### src/design/rds_pkg.sv
// Shared types and constants for the reliable datagram sequencer.
package rds_pkg;

    localparam int MAX_RESULTS = 32;
    localparam int K_W         = $clog2(MAX_RESULTS + 1);

    localparam logic [1:0] KIND_SEND   = 2'd0;
    localparam logic [1:0] KIND_ACK    = 2'd1;
    localparam logic [1:0] KIND_TICK   = 2'd2;
    localparam logic [1:0] KIND_UNUSED = 2'd3;

    localparam logic [1:0] RES_SEND   = 2'd0;
    localparam logic [1:0] RES_RESEND = 2'd1;
    localparam logic [1:0] RES_ACK    = 2'd2;

    localparam logic [1:0] ST_OK       = 2'd0;
    localparam logic [1:0] ST_NOTFOUND = 2'd1;
    localparam logic [1:0] ST_UNREL    = 2'd2;
    localparam logic [1:0] ST_FULL     = 2'd3;

    localparam logic [1:0] CH_UNREL   = 2'd0;
    localparam logic [1:0] CH_SEQ     = 2'd1;
    localparam logic [1:0] CH_REL     = 2'd2;
    localparam logic [1:0] CH_ORDERED = 2'd3;

    localparam logic [2:0] TAG_UNREL   = 3'd0;
    localparam logic [2:0] TAG_SEQ     = 3'd1;
    localparam logic [2:0] TAG_REL     = 3'd2;
    localparam logic [2:0] TAG_ORDERED = 3'd4;

    localparam logic [15:0] DELAY_RESET = 16'd50;

    typedef struct packed {
        logic [1:0]  kind;
        logic [1:0]  channel;
        logic [63:0] ack_id;
    } t_in;

    typedef struct packed {
        logic [1:0]  result_kind;
        logic [2:0]  header_tag;
        logic        has_sequence;
        logic [63:0] sequence_res;
        logic [1:0]  status;
        logic        last;
    } t_out;

    typedef enum logic [1:0] {
        S_IDLE,
        S_ACK_SCAN,
        S_ACK_SHIFT,
        S_TICK_SCAN
    } t_state;

endpackage

### src/design/reliable_datagram_sequencer.sv
// Top level of the reliable datagram sequencer.
// A send or an ack on an unreliable channel is registered in the front-end
// queue and then in the back end's result register; an ack walks the
// pending table one entry per cycle, first to find the id and then to
// close the gap; a tick scans both tables one entry per cycle, emitting at
// most one resend per cycle. Those table walks in the back end set the
// rate. A two-entry queue stands in front, so busy rises while it is full
// and while reset is held. Results appear for a single cycle on o_strobe and
// cannot be held off; the last result of a transaction carries last.
module reliable_datagram_sequencer #(
    parameter int PENDING_DEPTH = 16
) (
    input  logic          i_clk,
    input  logic          i_rst_n,
    input  logic          start,
    output logic          busy,
    input  rds_pkg::t_in  i_item,
    input  logic          i_cfg_we,
    input  logic [15:0]   i_cfg_data,
    output logic          o_strobe,
    output rds_pkg::t_out o_result
);
    logic         q_valid, q_pop;
    rds_pkg::t_in q_item;

    rds_front u_front (
        .i_clk   (i_clk),
        .i_rst_n (i_rst_n),
        .start   (start),
        .i_item  (i_item),
        .busy    (busy),
        .i_pop   (q_pop),
        .o_valid (q_valid),
        .o_item  (q_item)
    );

    rds_back #(.PENDING_DEPTH(PENDING_DEPTH)) u_back (
        .i_clk      (i_clk),
        .i_rst_n    (i_rst_n),
        .i_cfg_we   (i_cfg_we),
        .i_cfg_data (i_cfg_data),
        .i_valid    (q_valid),
        .i_item     (q_item),
        .o_pop      (q_pop),
        .o_strobe   (o_strobe),
        .o_result   (o_result)
    );
endmodule

### src/design/rds_front.sv
// Front end: accepts transactions, drops unused kinds, two-entry queue.
module rds_front (
    input  logic          i_clk,
    input  logic          i_rst_n,
    input  logic          start,
    input  rds_pkg::t_in  i_item,
    output logic          busy,
    input  logic          i_pop,
    output logic          o_valid,
    output rds_pkg::t_in  o_item
);
    rds_pkg::t_in r_q [2];
    logic         r_wp, r_rp;
    logic [1:0]   r_cnt;
    logic         push, pop;

    assign busy    = (r_cnt == 2'd2) || !i_rst_n;
    // kind three carries no work and is discarded here
    assign push    = start && !busy && (i_item.kind != rds_pkg::KIND_UNUSED);
    assign o_valid = (r_cnt != 2'd0);
    assign pop     = i_pop && o_valid;
    assign o_item  = r_q[r_rp];

    // queue pointers and fill count
    always_ff @(posedge i_clk) begin
        if (!i_rst_n) begin
            r_wp  <= 1'b0;
            r_rp  <= 1'b0;
            r_cnt <= 2'd0;
        end else begin
            if (push) r_wp <= !r_wp;
            if (pop)  r_rp <= !r_rp;
            r_cnt <= r_cnt + {1'b0, push} - {1'b0, pop};
        end
    end

    // queue storage
    always_ff @(posedge i_clk) begin
        if (push) r_q[r_wp] <= i_item;
    end
endmodule

### src/design/rds_back.sv
// Back end: sequence counters, pending tables, ack search and tick scan.
module rds_back #(
    parameter int PENDING_DEPTH = 16
) (
    input  logic          i_clk,
    input  logic          i_rst_n,
    input  logic          i_cfg_we,
    input  logic [15:0]   i_cfg_data,
    input  logic          i_valid,
    input  rds_pkg::t_in  i_item,
    output logic          o_pop,
    output logic          o_strobe,
    output rds_pkg::t_out o_result
);
    localparam int IW = (PENDING_DEPTH > 1) ? $clog2(PENDING_DEPTH) : 1;
    localparam int CW = $clog2(PENDING_DEPTH + 1);
    localparam logic [CW-1:0] DEPTH_C = CW'(PENDING_DEPTH);
    localparam logic [rds_pkg::K_W-1:0] MAX_C = rds_pkg::K_W'(rds_pkg::MAX_RESULTS);

    rds_pkg::t_state r_state, n_state;
    logic [15:0]   r_delay;
    logic [63:0]   r_seq_s, n_seq_s, r_seq_r, n_seq_r, r_seq_o, n_seq_o;
    logic [31:0]   r_time, n_time;
    logic [CW-1:0] r_cnt [2];
    logic [CW-1:0] n_cnt [2];
    logic [CW-1:0] r_j, n_j, nj;
    logic          r_t, n_t;
    logic [rds_pkg::K_W-1:0] r_k, n_k;
    logic [63:0]   r_ack, n_ack;
    logic          r_hold_v, n_hold_v;
    rds_pkg::t_out r_hold, n_hold, r_out, n_out;
    logic          r_stb, n_stb;

    logic [63:0]   r_pid   [2][PENDING_DEPTH];
    logic [31:0]   r_pstamp[2][PENDING_DEPTH];
    logic          wr_en, wr_t;
    logic [IW-1:0] wr_idx;
    logic [63:0]   wr_id;
    logic [31:0]   wr_stamp;
    logic [CW-1:0] rd_idx;
    logic [63:0]   rd_id;
    logic [31:0]   rd_stamp, age;
    logic          tsel;
    logic [2:0]    ttag;

    assign nj       = r_j + 1'b1;
    assign rd_idx   = (r_state == rds_pkg::S_ACK_SHIFT) ? nj : r_j;
    assign rd_id    = r_pid[r_t][rd_idx[IW-1:0]];
    assign rd_stamp = r_pstamp[r_t][rd_idx[IW-1:0]];
    assign age      = r_time - rd_stamp;
    assign tsel     = i_item.channel[0];
    assign ttag     = r_t ? rds_pkg::TAG_ORDERED : rds_pkg::TAG_REL;
    assign o_pop    = (r_state == rds_pkg::S_IDLE);
    assign o_strobe = r_stb;
    assign o_result = r_out;

    // next state and outputs
    always_comb begin
        n_state  = r_state;
        n_seq_s  = r_seq_s;
        n_seq_r  = r_seq_r;
        n_seq_o  = r_seq_o;
        n_time   = r_time;
        n_cnt    = r_cnt;
        n_j      = r_j;
        n_t      = r_t;
        n_k      = r_k;
        n_ack    = r_ack;
        n_hold_v = r_hold_v;
        n_hold   = r_hold;
        n_out    = r_out;
        n_stb    = 1'b0;
        wr_en    = 1'b0;
        wr_t     = r_t;
        wr_idx   = r_j[IW-1:0];
        wr_id    = rd_id;
        wr_stamp = rd_stamp;
        unique case (r_state)
            rds_pkg::S_IDLE: begin
                if (i_valid) begin
                    unique case (i_item.kind)
                        rds_pkg::KIND_SEND: begin
                            n_stb = 1'b1;
                            n_out = '{rds_pkg::RES_SEND, rds_pkg::TAG_UNREL, 1'b0,
                                      64'd0, rds_pkg::ST_OK, 1'b1};
                            if (i_item.channel == rds_pkg::CH_UNREL) begin
                            end else if (i_item.channel == rds_pkg::CH_SEQ) begin
                                n_out.header_tag   = rds_pkg::TAG_SEQ;
                                n_out.has_sequence = 1'b1;
                                n_out.sequence_res = r_seq_s;
                                n_seq_s            = r_seq_s + 64'd1;
                            end else begin
                                n_out.header_tag   = tsel ? rds_pkg::TAG_ORDERED
                                                          : rds_pkg::TAG_REL;
                                n_out.has_sequence = 1'b1;
                                n_out.sequence_res = tsel ? r_seq_o : r_seq_r;
                                if (tsel) n_seq_o = r_seq_o + 64'd1;
                                else      n_seq_r = r_seq_r + 64'd1;
                                if (r_cnt[tsel] < DEPTH_C) begin
                                    wr_en       = 1'b1;
                                    wr_t        = tsel;
                                    wr_idx      = r_cnt[tsel][IW-1:0];
                                    wr_id       = n_out.sequence_res;
                                    wr_stamp    = r_time;
                                    n_cnt[tsel] = r_cnt[tsel] + 1'b1;
                                end else begin
                                    n_out.status = rds_pkg::ST_FULL;
                                end
                            end
                        end
                        rds_pkg::KIND_ACK: begin
                            if (i_item.channel == rds_pkg::CH_UNREL ||
                                i_item.channel == rds_pkg::CH_SEQ) begin
                                n_stb = 1'b1;
                                n_out = '{rds_pkg::RES_ACK, rds_pkg::TAG_UNREL, 1'b0,
                                          i_item.ack_id, rds_pkg::ST_UNREL, 1'b1};
                            end else begin
                                n_t     = tsel;
                                n_j     = '0;
                                n_ack   = i_item.ack_id;
                                n_state = rds_pkg::S_ACK_SCAN;
                            end
                        end
                        rds_pkg::KIND_TICK: begin
                            n_time   = r_time + 32'd1;
                            n_t      = 1'b0;
                            n_j      = '0;
                            n_k      = '0;
                            n_hold_v = 1'b0;
                            n_state  = rds_pkg::S_TICK_SCAN;
                        end
                        default: begin
                        end
                    endcase
                end
            end
            // linear search for the oldest matching id
            rds_pkg::S_ACK_SCAN: begin
                if (r_j == r_cnt[r_t]) begin
                    n_stb   = 1'b1;
                    n_out   = '{rds_pkg::RES_ACK, rds_pkg::TAG_UNREL, 1'b0,
                                r_ack, rds_pkg::ST_NOTFOUND, 1'b1};
                    n_state = rds_pkg::S_IDLE;
                end else if (rd_id == r_ack) begin
                    n_state = rds_pkg::S_ACK_SHIFT;
                end else begin
                    n_j = nj;
                end
            end
            // close the gap, one entry per cycle
            rds_pkg::S_ACK_SHIFT: begin
                if (nj < r_cnt[r_t]) begin
                    wr_en = 1'b1;
                    n_j   = nj;
                end else begin
                    n_cnt[r_t] = r_cnt[r_t] - 1'b1;
                    n_stb      = 1'b1;
                    n_out      = '{rds_pkg::RES_ACK, rds_pkg::TAG_UNREL, 1'b0,
                                   r_ack, rds_pkg::ST_OK, 1'b1};
                    n_state    = rds_pkg::S_IDLE;
                end
            end
            // resend scan; one result held back so the final one gets last
            rds_pkg::S_TICK_SCAN: begin
                if (r_j < r_cnt[r_t] && r_k < MAX_C) begin
                    if (age >= {16'd0, r_delay}) begin
                        if (r_hold_v) begin
                            n_stb = 1'b1;
                            n_out = r_hold;
                        end
                        n_hold   = '{rds_pkg::RES_RESEND, ttag, 1'b1, rd_id,
                                     rds_pkg::ST_OK, 1'b0};
                        n_hold_v = 1'b1;
                        n_k      = r_k + 1'b1;
                    end
                    n_j = nj;
                end else if (!r_t) begin
                    n_t = 1'b1;
                    n_j = '0;
                end else begin
                    if (r_hold_v) begin
                        n_stb      = 1'b1;
                        n_out      = r_hold;
                        n_out.last = 1'b1;
                    end
                    n_hold_v = 1'b0;
                    n_state  = rds_pkg::S_IDLE;
                end
            end
            default: n_state = rds_pkg::S_IDLE;
        endcase
    end

    // control registers
    always_ff @(posedge i_clk) begin
        if (!i_rst_n) begin
            r_state  <= rds_pkg::S_IDLE;
            r_delay  <= rds_pkg::DELAY_RESET;
            r_seq_s  <= '0;
            r_seq_r  <= '0;
            r_seq_o  <= '0;
            r_time   <= '0;
            r_cnt[0] <= '0;
            r_cnt[1] <= '0;
            r_stb    <= 1'b0;
            r_hold_v <= 1'b0;
        end else begin
            r_state  <= n_state;
            if (i_cfg_we) r_delay <= i_cfg_data;
            r_seq_s  <= n_seq_s;
            r_seq_r  <= n_seq_r;
            r_seq_o  <= n_seq_o;
            r_time   <= n_time;
            r_cnt    <= n_cnt;
            r_stb    <= n_stb;
            r_hold_v <= n_hold_v;
        end
    end

    // payload registers and pending tables
    always_ff @(posedge i_clk) begin
        r_j    <= n_j;
        r_t    <= n_t;
        r_k    <= n_k;
        r_ack  <= n_ack;
        r_hold <= n_hold;
        r_out  <= n_out;
        if (wr_en) begin
            r_pid[wr_t][wr_idx]    <= wr_id;
            r_pstamp[wr_t][wr_idx] <= wr_stamp;
        end
    end
endmodule

### config.mk
export PLATFORM = sky130hd
export DESIGN_NAME = reliable_datagram_sequencer
export DESIGN_NICKNAME = d
export VERILOG_FILES = /design/src/design/rds_pkg.sv /design/src/design/reliable_datagram_sequencer.sv /design/src/design/rds_front.sv /design/src/design/rds_back.sv
export SDC_FILE = /design/constraint.sdc
export NUM_CORES = 2
export LEC_CHECK = 0
export BUFFER_PORTS_ARGS = -buffer_cell sky130_fd_sc_hd__buf_2
export CAP_MARGIN = 20
export CORE_UTILIZATION = 40
export CTS_BUF_LIST = sky130_fd_sc_hd__clkbuf_4
export CTS_CLUSTER_SIZE = 8
export DETAILED_ROUTE_END_ITERATION = 12
export PLACE_DENSITY = 0.56
export SLEW_MARGIN = 40
export SYNTH_ARGS = -nofsm -noshare
export SYNTH_HDL_FRONTEND = slang
export SYNTH_SLANG_ARGS = --single-unit
export TNS_END_PERCENT = 50
### constraint.sdc
create_clock -name i_clk -period 12.05 [get_ports i_clk]
set_input_delay 1.205 -clock i_clk [delete_from_list [all_inputs] [get_ports i_clk]]
set_output_delay 1.205 -clock i_clk [all_outputs]
set_load 0.01 [all_outputs]
==> impl_metrics.toml <==
[sta]
relSlewSlack_pct = 37.32
drv_slew = 0
fin_crit_ps = 9161
skew_ps = 186.2
tns_ps = 0
rsz0062_at_grt = "false"
clock.fmax_mhz = 109.2
setup_viol = 0
min_period_over_period_pct = 76.02
finalHoldViolCount = 0
max_slew.worst_pin.slew_ps = 928.0
worst_slack_ps = 2889

[finish]
drive_gt1_share_pct = 29.55
nNetsFinal = 9256
syn_to_final_growth_pct = 14.72
fill_cells = 31660
final_cells = 14730

[clock_network]
cts_tree = "built"
clkTransAtPathRegs_ps = 60
cts_setup_buffers = 0
cts_buffers = 902
h-tree-depth = 6
cts_root_buf = "clkbuf_4"
clockBufferDepth = 4
clock-sinks = 3683
worstSkewPairLatency_ps = 1670

[placement]
io_buffers = 162
gp_congestion = 0.8660
dp_hpwl_um = 249700
dpl.cell_count = 13040
pre_cts_ws_ps = 3005

[logic_synthesis]
syn_nets = 8281
synthCells = 8117
synth_compound_area_share_pct = 3.078
synthAdderAreaFrac_pct = 0.6452
async_reset_ff_share_pct = 0
ys_warn_count = 0
synth_cell_type_count = 79
syn_area_um2 = 148600
synth_edf_count = 3423
synth_top_family_by_area = "multiplexers"
yosysSeqAreaShare_pct = 72.70
ys_ff_latch = 3683
synth.avg_cell_area_um2 = 18.30
synth-xor-area-share_pct = 1.722
synth_area_leaders = "edfxtp_1 (69%), mux4_2 (13%), dfxtp_1 (3.5%)"
synth_top_area_share_pct = 69.19
ys.flop_type = "edfxtp_1"
synthSimpleGateAreaFrac_pct = 5.430
synth_top_area_cell = "edfxtp_1"
synth_mux_area_share_pct = 14.81

[floorplanning]
start_util_pct = 40.24
core.rowCount = 223
io_pins = 163
core_um2 = 369100
die-area_um2 = 373800
die_y_um = 611.4
die_width_um = 611.4

[detailed_routing]
drc = 0
drt-initial-drc-count = 9407
viasPerCell = 5.672
drt_first_pass_iters = 5
wl_per_cell_um = 29.80
finalWirelength_um = 438800
drtAntennaViolNets = 0
route.vias.total = 83530

[hold_path]
hold_path.class = "in2reg"

[worst_setup_path]
slowest_delay_ps = 740
cp.required_ps = 13300
slowest_stage = "nor4b_4"
crit_family = "compound AO/OA/AOI/OAI gates"
path_buf_inv = 4
worstSetupPathType = "reg2reg"
endpoint_kind = "flip-flop"
worstPathArrival_ps = 10410
cpMostUsedCell = "nor2b_1"
critPathLaunchType = "flip-flop"
cp_max_fo = 53

[global_routing]
grt_overflow = 0
grt_pass1_wl_um = 616600
antenna_found_initial = 10
grt_max_degree = 108
first_global_vias = 83650
grt_use_total_pct = 23.09

[power]
power_density_nw_per_um2 = 282.1
peakVddDrop_mv = 0.2522
p_leak_nw = 55.56

[outcome]
status = "finished, final reports clean"

[job]
max-cap-violations = 0
[cell type report]
class	instances	area (µm²)	area share, %
clock inverters	276	1615	0.9478
inverters	127	478.0	0.2805
well taps	4950	6193	3.634
flip-flops and latches	3683	108000	63.37
clock buffers	1302	9774	5.735
multi-input cells	3885	39740	23.32
repair buffers	493	4588	2.692
diodes	11	27.53	0.01615
[timing repair]
action                     in CTS  in global routing
hold buffers                   92                  0
setup endpoints to repair       0                  0
hold endpoints to repair      177                  0
gates resized for setup         0                  0
[tightest hold or removal path, delay by kind of cell]
| family | cells | cell delay (ps) |
|---|---|---|
| buf+inv | 1 | 260 |
| simple gates | 1 | 90 |
| mux | 1 | 170 |
[cells in the final DEF, fill, tap and decap left out, types with 67 or more instances in the layout]
cell type	Yosys	routed
buf_2	87	161
a21oi_4	0	80
xor2_1	75	74
nand3_1	172	172
clkinv_1	0	199
mux2_2	68	67
buf_4	32	148
edfxtp_1	3423	3423
nor2b_1	106	104
inv_1	127	126
and3_1	122	121
and2_1	202	200
dfxtp_1	260	258
mux2i_1	213	192
o21ai_0	146	144
nor2_1	166	132
clkbuf_4	0	1302
dlygate4sd3_1	0	92
mux4_2	838	838
ha_1	75	75
a21oi_1	283	196
xnor2_1	214	211
nand2_1	681	678
[final timing paths]
| check | startpoint | end | slack [ps] | cells past startpoint |
|---|---|---|---|---|
| worst max register to register | u_back.r_state[0] | u_back.o_result[50] | 2890 | 26 |
| worst min register to register | u_back.r_seq_s[42] | u_back.r_seq_s[42] | 520 | 2 |
| worst min-delay path | i_cfg_we | u_back.r_delay[6] | 220 | 3 |
| worst max-delay path | u_back.r_state[0] | u_back.o_result[50] | 2890 | 26 |
[flip-flops by register name, indices dropped and copies added (netlist names), 2 cells and up, named ones only]
| register | flops |
|---|---|
| u_back.r_delay | 16 |
| u_back.r_k | 6 |
| u_back.r_state | 2 |
| u_back.o_result | 73 |
| u_back.r_pid | 2048 |
| u_back.r_seq_r | 64 |
| u_back.r_ack | 64 |
| u_back.r_cnt | 10 |
| u_front.r_cnt | 2 |
| u_back.r_time | 32 |
| u_front.r_q | 136 |
| u_back.r_pstamp | 1024 |
| u_back.r_hold | 66 |
| u_back.r_seq_o | 64 |
| u_back.r_j | 5 |
| u_back.r_seq_s | 64 |
[layer usage]
layer  track usage (%)  vias up  routed length (µm)
li1                  -    34910                   -
met4             5.928        2                9063
met3             4.044      564               35490
met1             33.18    44150              187400
met2             36.48     3901              206800
met5                 0        -                  11
[cell usage after synthesis, types with 24 or more instances]
cell type	count
a21oi_1	283
nor3_1	42
buf_4	32
dfxtp_1	260
edfxtp_1	3423
buf_2	87
a311oi_1	24
mux2i_1	213
and2_1	202
and3_1	122
ha_1	75
xor2_1	75
a21o_1	28
a221oi_1	63
o21ai_0	146
a31oi_1	36
nor2b_1	106
a21boi_0	46
mux4_2	838
clkbuf_1	235
buf_1	56
mux2_2	68
or3_1	48
nor2_1	166
nand3_1	172
xnor2_1	214
nand2_1	681
nand4_1	53
inv_1	127
[cells by family (layout without fill, tap and decap cells)]
| kind of cell | count (synthesis) | count (layout) |
|---|---|---|
| buffers and inverters | 549 | 2198 |
| AOI/OAI and AO/OA | 734 | 734 |
| muxes | 1129 | 1129 |
| and+or+nand+nor | 1656 | 1656 |
| xor gates and xnor gates | 290 | 290 |
| DFF | 3683 | 3683 |
| adders and majority gates | 76 | 76 |
| other | 0 | 11 |
[through the flow]
step / hold slack (ps) / area, µm² / total power, W / util [%]
finish: 220.6 / 170400 / 0.04807 / 46.17
global placement: 469.6 / 156300 / 0.03703 / 42.34
global route: 93.40 / 170400 / 0.05009 / 46.16
CTS: 3.836 / 170300 / 0.04826 / 46.13
detailed placement: 491.7 / 158000 / 0.03796 / 42.79
floorplan: 453.1 / 148600 / 0.03105 / -
[report_power, final]
| part | switching, W | total [W] | internal [W] | leakage, nW |
|---|---|---|---|---|
| clock network | 0.00501 | 0.0103 | 0.00528 | 6.77 |
| registers | 0.000229 | 0.0197 | 0.0195 | 32.9 |
| logic | 0.0120 | 0.0181 | 0.00605 | 15.8 |
No activity file was read; power rests on OpenSTA's default activity.
